File: src/klx_pkg.sv
package klx_pkg;

  // Width of the byte position, word start and word length counters.
  localparam int unsigned PosW = 32;
  // Width of the token offset and length fields on the result word.
  localparam int unsigned FieldW = 32;
  // Depth of the queue between the classifier and the scanner.
  localparam int unsigned QueueDepth = 4;
  localparam int unsigned QueuePtrW = $clog2(QueueDepth);
  // Depth of the result buffer at the scanner output.
  localparam int unsigned OutDepth = 4;
  localparam int unsigned OutPtrW = $clog2(OutDepth);

  // Token kinds.
  localparam logic [3:0] TOK_SEMI      = 4'd0;
  localparam logic [3:0] TOK_LBRACE    = 4'd1;
  localparam logic [3:0] TOK_RBRACE    = 4'd2;
  localparam logic [3:0] TOK_LPAREN    = 4'd3;
  localparam logic [3:0] TOK_RPAREN    = 4'd4;
  localparam logic [3:0] TOK_ASSIGN    = 4'd5;
  localparam logic [3:0] TOK_CLASS     = 4'd6;
  localparam logic [3:0] TOK_STATIC    = 4'd7;
  localparam logic [3:0] TOK_RETURN    = 4'd8;
  localparam logic [3:0] TOK_VOID      = 4'd9;
  localparam logic [3:0] TOK_INT       = 4'd10;
  localparam logic [3:0] TOK_IDENT     = 4'd11;
  localparam logic [3:0] TOK_END       = 4'd12;
  localparam logic [3:0] TOK_STRAY     = 4'd13;
  localparam logic [3:0] TOK_OPEN_CMT  = 4'd14;

  // Characters the classifier looks for.
  localparam logic [7:0] CH_SEMI    = 8'h3B;
  localparam logic [7:0] CH_LBRACE  = 8'h7B;
  localparam logic [7:0] CH_RBRACE  = 8'h7D;
  localparam logic [7:0] CH_LPAREN  = 8'h28;
  localparam logic [7:0] CH_RPAREN  = 8'h29;
  localparam logic [7:0] CH_ASSIGN  = 8'h3D;
  localparam logic [7:0] CH_SPACE   = 8'h20;
  localparam logic [7:0] CH_TAB     = 8'h09;
  localparam logic [7:0] CH_NEWLINE = 8'h0A;
  localparam logic [7:0] CH_SLASH   = 8'h2F;
  localparam logic [7:0] CH_STAR    = 8'h2A;

  // Keyword spellings, first bytes packed big-endian into 48 bits.
  localparam logic [47:0] KW_CLASS  = 48'h00636C617373;
  localparam logic [47:0] KW_STATIC = 48'h737461746963;
  localparam logic [47:0] KW_RETURN = 48'h72657475726E;
  localparam logic [47:0] KW_VOID   = 48'h0000766F6964;
  localparam logic [47:0] KW_INT    = 48'h000000696E74;

  // One input word.
  typedef struct packed {
    logic [7:0] byte_value;
    logic       end_of_text;
  } src_word_t;

  // One result word.
  typedef struct packed {
    logic [3:0]        token_kind;
    logic [FieldW-1:0] text_start;
    logic [FieldW-1:0] text_length;
    logic              last_of_run;
  } tok_word_t;

  // Classified byte as it travels from the front to the scanner.
  typedef struct packed {
    logic       eot;
    logic       is_punct;
    logic [3:0] punct_kind;
    logic       is_space;
    logic       is_slash;
    logic       is_star;
    logic       is_newline;
    logic [7:0] byte_value;
  } cls_t;

  // Bring a counter value to the width of a result field.
  function automatic logic [FieldW-1:0] to_field(input logic [PosW-1:0] v);
    logic [63:0] wide;
    wide = 64'(v);
    return wide[FieldW-1:0];
  endfunction

endpackage

File: src/keyword_token_lexer_unit.sv
// Byte-serial lexer for a small C-like language. Each source word carries
// one byte or the end marker and is taken at up to one per clock while the
// four-deep queue from the classifier has room; the scanner retires one byte
// per clock into a four-entry result buffer while it has room for two results.
// A byte yields no token, one, or two (a word closed by a punctuator, or the
// end marker after a word or an open slash or block comment); the token
// channel emits one token per clock while not stalled. The first word is
// accepted in the cycle after reset; a byte is registered in the queue and
// its tokens in the result buffer before they appear on the token channel.
module keyword_token_lexer_unit (
  input  logic               clk,
  input  logic               rst,
  input  logic               src_valid,
  output logic               src_stall,
  input  klx_pkg::src_word_t src_word,
  output logic               tok_valid,
  input  logic               tok_stall,
  output klx_pkg::tok_word_t tok_word
);
  import klx_pkg::*;

  logic push, queue_full, pop, head_valid;
  cls_t push_word, head_word;

  klx_front u_front (
    .src_valid  (src_valid),
    .src_stall  (src_stall),
    .src_word   (src_word),
    .push       (push),
    .push_word  (push_word),
    .queue_full (queue_full)
  );

  klx_queue u_queue (
    .clk        (clk),
    .rst        (rst),
    .push       (push),
    .push_word  (push_word),
    .full       (queue_full),
    .pop        (pop),
    .head_valid (head_valid),
    .head_word  (head_word)
  );

  klx_back u_back (
    .clk        (clk),
    .rst        (rst),
    .head_valid (head_valid),
    .head_word  (head_word),
    .pop        (pop),
    .tok_valid  (tok_valid),
    .tok_stall  (tok_stall),
    .tok_word   (tok_word)
  );

endmodule

File: src/klx_front.sv
module klx_front (
  input  logic               src_valid,
  output logic               src_stall,
  input  klx_pkg::src_word_t src_word,
  output logic               push,
  output klx_pkg::cls_t      push_word,
  input  logic               queue_full
);
  import klx_pkg::*;

  // The front takes a word whenever the queue has room.
  assign src_stall = queue_full;
  assign push      = src_valid && !queue_full;

  // Classify the byte so the scanner only tests flags.
  always_comb begin
    logic [7:0] b;
    b = src_word.byte_value;
    push_word            = '0;
    push_word.eot        = src_word.end_of_text;
    push_word.byte_value = b;
    push_word.is_space   = (b == CH_SPACE) || (b == CH_TAB) || (b == CH_NEWLINE);
    push_word.is_slash   = (b == CH_SLASH);
    push_word.is_star    = (b == CH_STAR);
    push_word.is_newline = (b == CH_NEWLINE);
    push_word.is_punct   = 1'b1;
    unique case (b)
      CH_SEMI:   push_word.punct_kind = TOK_SEMI;
      CH_LBRACE: push_word.punct_kind = TOK_LBRACE;
      CH_RBRACE: push_word.punct_kind = TOK_RBRACE;
      CH_LPAREN: push_word.punct_kind = TOK_LPAREN;
      CH_RPAREN: push_word.punct_kind = TOK_RPAREN;
      CH_ASSIGN: push_word.punct_kind = TOK_ASSIGN;
      default: begin
        push_word.is_punct   = 1'b0;
        push_word.punct_kind = TOK_SEMI;
      end
    endcase
  end

endmodule

File: src/klx_queue.sv
module klx_queue (
  input  logic          clk,
  input  logic          rst,
  input  logic          push,
  input  klx_pkg::cls_t push_word,
  output logic          full,
  input  logic          pop,
  output logic          head_valid,
  output klx_pkg::cls_t head_word
);
  import klx_pkg::*;

  cls_t                mem [QueueDepth];
  logic [QueuePtrW-1:0] wr_ptr;
  logic [QueuePtrW-1:0] rd_ptr;
  logic [QueuePtrW:0]   count;

  assign full       = (count == (QueuePtrW+1)'(QueueDepth));
  assign head_valid = (count != '0);
  assign head_word  = mem[rd_ptr];

  // Storage needs no reset; only the pointers and the count do.
  always_ff @(posedge clk) begin
    if (push) begin
      mem[wr_ptr] <= push_word;
    end
  end

  always_ff @(posedge clk) begin
    if (rst) begin
      wr_ptr <= '0;
      rd_ptr <= '0;
      count  <= '0;
    end else begin
      if (push) begin
        wr_ptr <= wr_ptr + 1'b1;
      end
      if (pop) begin
        rd_ptr <= rd_ptr + 1'b1;
      end
      unique case ({push, pop})
        2'b10:   count <= count + 1'b1;
        2'b01:   count <= count - 1'b1;
        default: count <= count;
      endcase
    end
  end

endmodule

File: src/klx_back.sv
module klx_back (
  input  logic               clk,
  input  logic               rst,
  input  logic               head_valid,
  input  klx_pkg::cls_t      head_word,
  output logic               pop,
  output logic               tok_valid,
  input  logic               tok_stall,
  output klx_pkg::tok_word_t tok_word
);
  import klx_pkg::*;

  typedef enum logic [5:0] {
    M_NORMAL = 6'b000001,
    M_SLASH  = 6'b000010,
    M_LINE   = 6'b000100,
    M_BLOCK  = 6'b001000,
    M_STAR   = 6'b010000,
    M_ERROR  = 6'b100000
  } mode_t;

  mode_t           mode, mode_next;
  logic [PosW-1:0] position, position_next;
  logic [PosW-1:0] word_start, word_start_next;
  logic [PosW-1:0] word_length, word_length_next;
  logic [47:0]     word_prefix, word_prefix_next;

  tok_word_t         out_mem [OutDepth];
  logic [OutPtrW-1:0] out_wr, out_rd;
  logic [OutPtrW:0]   out_count, out_count_next;

  tok_word_t word_tok, lead, tail, res0, res1;
  logic      have_word, lead_valid, tail_valid;
  logic [1:0] n_res;
  logic      out_pop;

  // The scanner takes a byte only when the buffer has room for two results.
  assign pop = head_valid && (out_count <= (OutPtrW+1)'(OutDepth - 2));

  // Token for the word collected so far, keyword or identifier.
  always_comb begin
    word_tok = '0;
    have_word = (word_length != '0);
    if (word_length == PosW'(5) && word_prefix == KW_CLASS) begin
      word_tok.token_kind = TOK_CLASS;
    end else if (word_length == PosW'(6) && word_prefix == KW_STATIC) begin
      word_tok.token_kind = TOK_STATIC;
    end else if (word_length == PosW'(6) && word_prefix == KW_RETURN) begin
      word_tok.token_kind = TOK_RETURN;
    end else if (word_length == PosW'(4) && word_prefix == KW_VOID) begin
      word_tok.token_kind = TOK_VOID;
    end else if (word_length == PosW'(3) && word_prefix == KW_INT) begin
      word_tok.token_kind = TOK_INT;
    end else begin
      word_tok.token_kind  = TOK_IDENT;
      word_tok.text_start  = to_field(word_start);
      word_tok.text_length = to_field(word_length);
    end
  end

  // Scanner step: up to a leading token (usually a finished word) and a tail token.
  always_comb begin
    mode_next        = mode;
    position_next    = position + 1'b1;
    word_start_next  = word_start;
    word_length_next = word_length;
    word_prefix_next = word_prefix;
    lead_valid = 1'b0;
    lead       = word_tok;
    tail_valid = 1'b0;
    tail       = '0;

    if (head_word.eot) begin
      tail_valid = 1'b1;
      tail.token_kind = TOK_END;
      unique case (mode)
        M_NORMAL: lead_valid = have_word;
        M_SLASH: begin
          lead_valid = 1'b1;
          lead = '0;
          lead.token_kind = TOK_STRAY;
        end
        M_BLOCK, M_STAR: begin
          lead_valid = 1'b1;
          lead = '0;
          lead.token_kind = TOK_OPEN_CMT;
        end
        default: lead_valid = 1'b0;
      endcase
      mode_next        = M_NORMAL;
      position_next    = '0;
      word_start_next  = '0;
      word_length_next = '0;
      word_prefix_next = '0;
    end else begin
      unique case (mode)
        M_NORMAL: begin
          if (head_word.is_punct || head_word.is_space || head_word.is_slash) begin
            lead_valid       = have_word;
            word_start_next  = '0;
            word_length_next = '0;
            word_prefix_next = '0;
            if (head_word.is_punct) begin
              tail_valid = 1'b1;
              tail.token_kind = head_word.punct_kind;
            end
            if (head_word.is_slash) begin
              mode_next = M_SLASH;
            end
          end else begin
            if (!have_word) begin
              word_start_next = position;
            end
            if (word_length < PosW'(6)) begin
              word_prefix_next = {word_prefix[39:0], head_word.byte_value};
            end
            if (word_length != '1) begin
              word_length_next = word_length + 1'b1;
            end
          end
        end
        M_SLASH: begin
          if (head_word.is_slash) begin
            mode_next = M_LINE;
          end else if (head_word.is_star) begin
            mode_next = M_BLOCK;
          end else begin
            tail_valid = 1'b1;
            tail.token_kind = TOK_STRAY;
            mode_next = M_ERROR;
          end
        end
        M_LINE: begin
          if (head_word.is_newline) begin
            mode_next = M_NORMAL;
          end
        end
        M_BLOCK: begin
          if (head_word.is_star) begin
            mode_next = M_STAR;
          end
        end
        M_STAR: begin
          if (head_word.is_slash) begin
            mode_next = M_NORMAL;
          end else if (!head_word.is_star) begin
            mode_next = M_BLOCK;
          end
        end
        default: mode_next = M_ERROR;
      endcase
    end

    // Pack the results in order and mark the final one.
    res0 = lead_valid ? lead : tail;
    res1 = tail;
    n_res = 2'(lead_valid) + 2'(tail_valid);
    res0.last_of_run = (n_res == 2'd1);
    res1.last_of_run = 1'b1;
  end

  // Scanner state advances with every byte taken.
  always_ff @(posedge clk) begin
    if (rst) begin
      mode        <= M_NORMAL;
      position    <= '0;
      word_start  <= '0;
      word_length <= '0;
      word_prefix <= '0;
    end else if (pop) begin
      mode        <= mode_next;
      position    <= position_next;
      word_start  <= word_start_next;
      word_length <= word_length_next;
      word_prefix <= word_prefix_next;
    end
  end

  // Result buffer between the scanner and the token channel.
  assign tok_valid = (out_count != '0);
  assign tok_word  = out_mem[out_rd];
  assign out_pop   = tok_valid && !tok_stall;

  always_comb begin
    out_count_next = out_count - (OutPtrW+1)'(out_pop);
    if (pop) begin
      out_count_next = out_count_next + (OutPtrW+1)'(n_res);
    end
  end

  always_ff @(posedge clk) begin
    if (pop && n_res != 2'd0) begin
      out_mem[out_wr] <= res0;
      if (n_res == 2'd2) begin
        out_mem[out_wr + 1'b1] <= res1;
      end
    end
  end

  always_ff @(posedge clk) begin
    if (rst) begin
      out_wr    <= '0;
      out_rd    <= '0;
      out_count <= '0;
    end else begin
      if (pop) begin
        out_wr <= out_wr + OutPtrW'(n_res);
      end
      if (out_pop) begin
        out_rd <= out_rd + 1'b1;
      end
      out_count <= out_count_next;
    end
  end

endmodule

File: config.mk
export PLATFORM = sky130hd
export DESIGN_NAME = keyword_token_lexer_unit
export DESIGN_NICKNAME = d
export VERILOG_FILES = /design/src/klx_pkg.sv /design/src/keyword_token_lexer_unit.sv /design/src/klx_front.sv /design/src/klx_queue.sv /design/src/klx_back.sv
export SDC_FILE = /design/constraint.sdc
export NUM_CORES = 1
export LEC_CHECK = 0
export ABC_AREA = 1
export BUFFER_PORTS_ARGS = -buffer_cell sky130_fd_sc_hd__buf_2
export CORE_UTILIZATION = 50
export CTS_CLUSTER_DIAMETER = 200
export DETAILED_ROUTE_END_ITERATION = 10
export GPL_TIMING_DRIVEN = 1
export MAX_ROUTING_LAYER = met4
export PLACE_DENSITY = 0.66
export SYNTH_ARGS = -nofsm -noshare
export SYNTH_HDL_FRONTEND = slang
export SYNTH_SLANG_ARGS = --single-unit
File: constraint.sdc
create_clock -name clk -period 6.5 [get_ports clk]
set_clock_uncertainty 0.15 [all_clocks]
set_input_delay 1.625 -clock clk [delete_from_list [all_inputs] [get_ports clk]]
set_output_delay 1.625 -clock clk [all_outputs]
set_load 0.005 [all_outputs]
# After elaboration in Yosys (flattened, before gate mapping)
# Memories as Yosys holds them, arrays and structs flattened. A register that Yosys moved wholly into a read port is not among the register bits.
# Index checks and enable logic that the tools add are counted.
[op_classes] n_reduce_logical=30 muxes=67 n_lt_le_gt_ge=2 n_eq_ne=37 addsub=12
[op_table] cell="$mux 64" n=5
[op_table] cell="$mux 32" n=9
[op_table] cell="$mux 48" n=4
[op_table] cell="$mux 69" n=2
[op_table] cell="$pmux 69 s2" n=1
[op_table] cell="$eq 32x3->1 const B" n=3
[op_table] cell="$eq 48x47->1 const B" n=2
[op_table] cell="$add 32x1->32 const B" n=2
[op_table] cell="$eq 8x6->1 const B" n=7
[op_table] cell="$mux 6" n=9
[op_table] cell="$eq 48x23->1 const B" n=1
[op_table] cell="$eq 48x31->1 const B" n=1
[op_table] cell="$eq 48x39->1 const B" n=1
[op_table] cell="$mux 4" n=9
[op_table] cell="$eq 32x2->1 const B" n=1
[op_table] cell="$lt 32x3->1 const B" n=1
[op_table] cell="$ne 32x32->1 const B" n=1
[op_table] cell="$reduce_bool 32->1" n=1
[op_table] cell="$pmux 6 s5" n=1
[op_table] cell="$mux 1" n=17
[op_table] cell="$eq 8x4->1 const B" n=2
[op_table] cell="$eq 8x7->1 const B" n=2
[op_table] cell="$pmux 3 s5" n=1
[op_table] cell="$reduce_bool 3->1" n=4
[op_table] cell="33 further kinds" n=61
[word_totals] output_inout_bits=71 input_bits=13 ff_bits=164 ramBits=344 word_cells=161 memories=2
[mem_list] memory="u_back.out_mem" words=4 word_bits=69 rd=1 rd_ports_with_merged_regs=1 wr=2 line_no="klx_back.sv:28" text="tok_word_t out_mem [OutDepth];"
[mem_list] memory="u_queue.mem" words=4 word_bits=17 rd=1 rd_ports_with_merged_regs=1 wr=1 line_no="klx_queue.sv:13" text="cls_t mem [QueueDepth];"

# Logic depth before layout (Yosys ltp)
[logic_depth] depth_word=10 depth_mapped=19 depth_no_buf=16

# By module
# A second synthesis with hierarchy kept.
[hier_totals] hier_cells=3406 area_unflattened_um2=24435.9
[by_module_without_submodules] mod="klx_back" seq_area_each_um2=8868.5 cells_per_inst=3115 area_each_um2=20975.1 n_inst=1
[by_module_without_submodules] mod="klx_queue" seq_area_each_um2=2342.2 cells_per_inst=232 area_each_um2=3151.8 n_inst=1
[by_module_without_submodules] mod="klx_front" seq_area_each_um2=0.0 cells_per_inst=59 area_each_um2=309.0 n_inst=1

# Worst setup path after synthesis
# Ideal clock, no wire load.
[synth_timing] path_type="input-to-reg" from="input src_valid" to="memory u_queue.mem[0][0] (netlist bit), enable pin" required_ns=5.959 n_path_buf=0 setup_ns=0.391 setup_slack_ns=3.302 stages=4 arrival_time_ns=2.658 cell_sequence="inv_1 nor2_1 inv_1 nor2_1"
[synth_via] elab_chain_len=3
[synth_rtl] item="start: declaration" line_no="keyword_token_lexer_unit.sv:13" text="input logic src_valid,"
[synth_rtl] item="$logic_and 1x1->1" line_no="klx_front.sv:13" text="assign push = src_valid && !queue_full;"
[synth_rtl] item="$mux 1" line_no="klx_queue.sv:24" text="if (push) begin"
[synth_rtl] item="$mux 1 (not written as such)" line_no="klx_queue.sv:25" text="mem[wr_ptr] <= push_word;"
[synth_rtl] item="end: declaration" line_no="klx_queue.sv:13"
# No other way between the ends.

==> report_table.html <==
<table>
<tr><th>Metric</th><th>Value</th></tr>
<tr><th colspan="2">Status</th></tr>
<tr><td>Outcome</td><td>finished clean</td></tr>
<tr><th colspan="2">Die</th></tr>
<tr><td>Floorplan row count</td><td>80</td></tr>
<tr><td>Ports</td><td>84</td></tr>
<tr><td>Starting utilization of the core area</td><td>0.506</td></tr>
<tr><td>Die boundary width</td><td>222 um</td></tr>
<tr><td>Placeable core region</td><td>47700 um^2</td></tr>
<tr><td>Chip height</td><td>222 um</td></tr>
<tr><td>Total Die Area</td><td>49200 um^2</td></tr>
<tr><th colspan="2">Drt</th></tr>
<tr><td>Vias after detailed routing</td><td>22200</td></tr>
<tr><td>Length of the first detailed-routing pass in iterations</td><td>8</td></tr>
<tr><td>Final routed wirelength across all metal layers</td><td>66.9 mm</td></tr>
<tr><td>Post-detailed-route via-to-cell ratio</td><td>5.62</td></tr>
<tr><td>DRC marker count from the first detailed-route iteration</td><td>2070</td></tr>
<tr><td>DR WL/cell</td><td>16.9 um</td></tr>
<tr><td>Count of antenna-violating nets left after detailed routing</td><td>0</td></tr>
<tr><td>DRC viols</td><td>0</td></tr>
<tr><th colspan="2">STA</th></tr>
<tr><td>Max-slew headroom at the worst pin</td><td>0.148</td></tr>
<tr><td>Setup-failing EPs final</td><td>0</td></tr>
<tr><td>Upper clock frequency limit</td><td>209 MHz</td></tr>
<tr><td>Final worst path period need</td><td>4.77 ns</td></tr>
<tr><td>RSZ-0062 raised after global routing</td><td>no</td></tr>
<tr><td>Transition time at the pin with the least slew margin</td><td>1.28 ns</td></tr>
<tr><td>Final Worst Setup Slack</td><td>1.73 ns</td></tr>
<tr><td>Final hold violations</td><td>0</td></tr>
<tr><td>Final max-slew violation count</td><td>0</td></tr>
<tr><td>Final setup TNS</td><td>0 ns</td></tr>
<tr><td>Final cycle utilization of the critical path</td><td>0.734</td></tr>
<tr><th colspan="2">Finish</th></tr>
<tr><td>Area added between synthesis and finish</td><td>8.15%</td></tr>
<tr><td>Fraction of final layout cells sized beyond drive strength 1</td><td>0.0798</td></tr>
<tr><td>Filler cell count in the final layout</td><td>4549</td></tr>
<tr><td>Area of all placed cells without fillers</td><td>26100 um^2</td></tr>
<tr><td>Nets</td><td>3335</td></tr>
<tr><th colspan="2">Power</th></tr>
<tr><td>Power, Total</td><td>9.80 mW</td></tr>
<tr><td>Clk pwr share</td><td>0.309</td></tr>
<tr><td>Net switching power</td><td>3.83 mW</td></tr>
<tr><td>VDD IR-drop max</td><td>358 uV</td></tr>
<tr><td>Share of total power in sequential cells</td><td>0.366</td></tr>
<tr><td>Internal power</td><td>5.97 mW</td></tr>
<tr><td>Proportion of power drawn by combinational gates</td><td>0.324</td></tr>
<tr><td>P per Cell Area</td><td>375 nW/um^2</td></tr>
<tr><td>Fraction of power spent switching nets</td><td>0.391</td></tr>
<tr><td>Static leakage</td><td>11.1 nW</td></tr>
<tr><th colspan="2">Worst setup path</th></tr>
<tr><td>Data arrival at the endpoint of the critical path</td><td>3.00 ns</td></tr>
<tr><td>Required time of the critical path</td><td>4.72 ns</td></tr>
<tr><td>Crit end category</td><td>output port</td></tr>
<tr><td>Destination of the worst register-to-register timing path</td><td>u_back.out_mem[2][3]</td></tr>
<tr><td>Largest fanout on the critical path</td><td>112</td></tr>
<tr><td>Worst-case register-to-register setup slack</td><td>2.32 ns</td></tr>
<tr><td>Register-to-Register Path Depth</td><td>17</td></tr>
<tr><td>Setup Crit Path Kind</td><td>register to output port</td></tr>
<tr><td>Startpoint class of the critical path</td><td>register</td></tr>
<tr><th colspan="2">Min path</th></tr>
<tr><td>Number of instances on the worst hold path</td><td>2</td></tr>
<tr><td>Source of the worst hold timing path</td><td>u_back.out_mem[2][21]</td></tr>
<tr><td>End point of the most critical hold path</td><td>u_back.out_mem[2][21]</td></tr>
<tr><td>Min-delay worst type</td><td>register to register</td></tr>
<tr><th colspan="2">Placement</th></tr>
<tr><td>Routability congestion estimate from global placement</td><td>0.912</td></tr>
<tr><td>Total placed instance area</td><td>24400 um^2</td></tr>
<tr><td>Count of port buffers added during placement</td><td>83</td></tr>
<tr><td>Final HPWL DP</td><td>41.2 mm</td></tr>
<tr><td>Worst slack at placement</td><td>2.37 ns</td></tr>
<tr><th colspan="2">Clock tree</th></tr>
<tr><td>Clock Tree Buf Depth</td><td>3</td></tr>
<tr><td>Clock-pin slew on the worst setup and hold paths</td><td>0.06 ns</td></tr>
<tr><td>Post CTS Setup Buffer Count</td><td>0</td></tr>
<tr><td>TritonCTS clock tree</td><td>built</td></tr>
<tr><td>Clock latency at the later pin of the worst-skew pair</td><td>0.61 ns</td></tr>
<tr><td>Hold bufs inserted after CTS</td><td>0</td></tr>
<tr><td>Clock buffer count from CTS</td><td>55</td></tr>
<tr><td>Cell at the root of the clock tree</td><td>clkbuf_16</td></tr>
<tr><td>Num Clock Sinks</td><td>512</td></tr>
<tr><td>Post-CTS sizing</td><td>0</td></tr>
<tr><td>CTS HTree Levels</td><td>2</td></tr>
<tr><th colspan="2">Synthesis</th></tr>
<tr><td>Most instantiated library cell after synthesis</td><td>nand2_1</td></tr>
<tr><td>Area fraction in compound gates after synthesis</td><td>0.101</td></tr>
<tr><td>Number of warnings reported in the yosys synthesis log</td><td>0</td></tr>
<tr><td>XOR/XNOR Fraction of Synth Area</td><td>0.00362</td></tr>
<tr><td>Combined area of all synthesized cells</td><td>24200 um^2</td></tr>
<tr><td>Number of synthesized flops with an enable pin</td><td>84</td></tr>
<tr><td>Synthesized area divided by synthesized cell count</td><td>7.20 um^2</td></tr>
<tr><td>Synth async-reset ratio</td><td>0</td></tr>
<tr><td>Sequential share of the synthesized area</td><td>0.459</td></tr>
<tr><td>Library cell with the largest summed area after synthesis</td><td>dfxtp_1</td></tr>
<tr><td>Most frequent cells after synthesis</td><td>918 x nand2_1, 477 x nand3_1, 432 x nor2_1</td></tr>
<tr><td>Number of different library cells in the post-synthesis netlist</td><td>53</td></tr>
<tr><td>Synthesized-area fraction occupied by adder cells</td><td>0.00994</td></tr>
<tr><td>Biggest area contributors in the synthesized netlist</td><td>dfxtp_1 35%, nand2_1 14%, edfxtp_1 10%, nand3_1 9.9%, nor2_1 6.7%</td></tr>
<tr><td>Instance count of the mapped netlist</td><td>3356</td></tr>
<tr><td>Mux contribution to synthesized area</td><td>0</td></tr>
<tr><td>Main combinational cell family by area after synthesis</td><td>simple AND/OR/NAND/NOR gates</td></tr>
<tr><td>Post-Syn Nets</td><td>3387</td></tr>
<tr><td>Share of the synthesized area in the top cell type</td><td>0.354</td></tr>
<tr><td>Most common flop cell mapped by yosys</td><td>dfxtp_1</td></tr>
<tr><td>Simple logic cell fraction of the synthesized area</td><td>0.345</td></tr>
<tr><td>Number of register bits inferred by synthesis</td><td>512</td></tr>
<tr><th colspan="2">Global route</th></tr>
<tr><td>Initial antenna violation count</td><td>2</td></tr>
<tr><td>Global Route met1 Usage</td><td>0.374</td></tr>
<tr><td>Largest net degree at the start of global routing</td><td>257</td></tr>
<tr><td>Total congestion overflow after global routing</td><td>0</td></tr>
<tr><td>Met3 routing resource usage after global routing</td><td>0.0353</td></tr>
<tr><td>Overall global routing resource usage</td><td>0.278</td></tr>
<tr><td>Met2 usage in global routing</td><td>0.431</td></tr>
<tr><td>First-pass GRT wire length</td><td>109 mm</td></tr>
<tr><td>GRT Max-Usage Layer</td><td>met2</td></tr>
<tr><td>Number of global-route vias before repair</td><td>21000</td></tr>
<tr><th colspan="2">Flow run</th></tr>
<tr><td># Max-Cap Violations</td><td>0</td></tr>
</table>
-- through the flow --
step / util / hold WS [ns] / std cells
2_1_floorplan: - / 0.271 / 3356
3_5_place_dp: 0.511 / 0.285 / 3862
4_1_cts: 0.548 / 0.299 / 3959
3_3_place_gp: 0.511 / 0.282 / 3862
5_1_grt: 0.548 / 0.308 / 3960
6_report: 0.548 / 0.296 / 3960
-- cell families after synthesis --
logic type	count (synthesis)
flip-flops	512
AO/OA/AOI/OAI	438
XOR/XNOR	10
adder cells (fa/ha/maj)	18
buffers and inverters	420
AND/OR/NAND/NOR	1958
-- layer usage --
layer  vias up  share of wire
li1      10900              -
met3       115          0.065
met2       742           0.45
met4         0          0.025
met5         -              0
met1     10500           0.46
-- worst max-delay path by stage --
stage | from | to | slack (ns) | cells after the start
floorplan | src_valid | u_queue.mem[0][0] | 3.30 | 4
global placement | register | tok_word[66] | 2.40 | 4
detailed placement | register | u_back.out_mem[0][0] | 2.37 | 17
CTS | register | tok_word[66] | 1.73 | 4
global route | register | tok_word[65] | 1.55 | 4
finish | register | tok_word[66] | 1.73 | 4
-- power by group through the flow --
stage	sequential (mW)	combinational (mW)	clock, mW
global route	3.61	3.49	3.21
detailed placement	3.65	3.14	0
finish	3.59	3.18	3.03
floorplan	3.60	2.41	0
CTS	3.59	3.16	3.09
global placement	3.65	3.11	0
-- placed cells by master, fill, tap and decap left out, types with 53 or more instances in the layout --
| cell | count |
|---|---|
| nand2_1 | 918 |
| nand3_1 | 477 |
| nor2_1 | 426 |
| dfxtp_1 | 426 |
| o21ai_0 | 210 |
| inv_1 | 188 |
| a21oi_1 | 98 |
| edfxtp_1 | 84 |
| buf_2 | 83 |
| o22ai_1 | 79 |
| clkbuf_16 | 57 |
| nor3_1 | 53 |
-- cell type report --
| type | count | area (um^2) | share of cell area |
|---|---|---|---|
| timing repair buffer | 107 | 608 | 0.0233 |
| sequential | 512 | 11100 | 0.424 |
| tap | 615 | 769 | 0.0294 |
| inverter | 204 | 781 | 0.0299 |
| clock buffer | 81 | 1620 | 0.0618 |
| clock inverter | 16 | 121 | 0.00464 |
| antenna | 1 | 2.50 | 0.0000957 |
| multi-input combinational | 2424 | 11100 | 0.426 |
-- worst max-delay path: stages (launching register included) --
cell	delay [ns]
dfxtp_4	0.54
buf_4	0.92
o21ai_0	0.22
o22ai_1	0.42
buf_2	0.20
-- state kept, by name, indices dropped and copies added (netlist names), named ones only --
signal,flops
u_back.position,32
u_back.out_mem,276
u_queue.rd_ptr,2
u_queue.mem,68
u_back.out_rd,2
u_back.out_wr,2
u_queue.wr_ptr,2
u_back.word_prefix,48
u_back.word_start,32
u_back.mode,6
u_queue.count,3
u_back.word_length,32
u_back.out_count,3
Power figures use the tool's default switching activity.
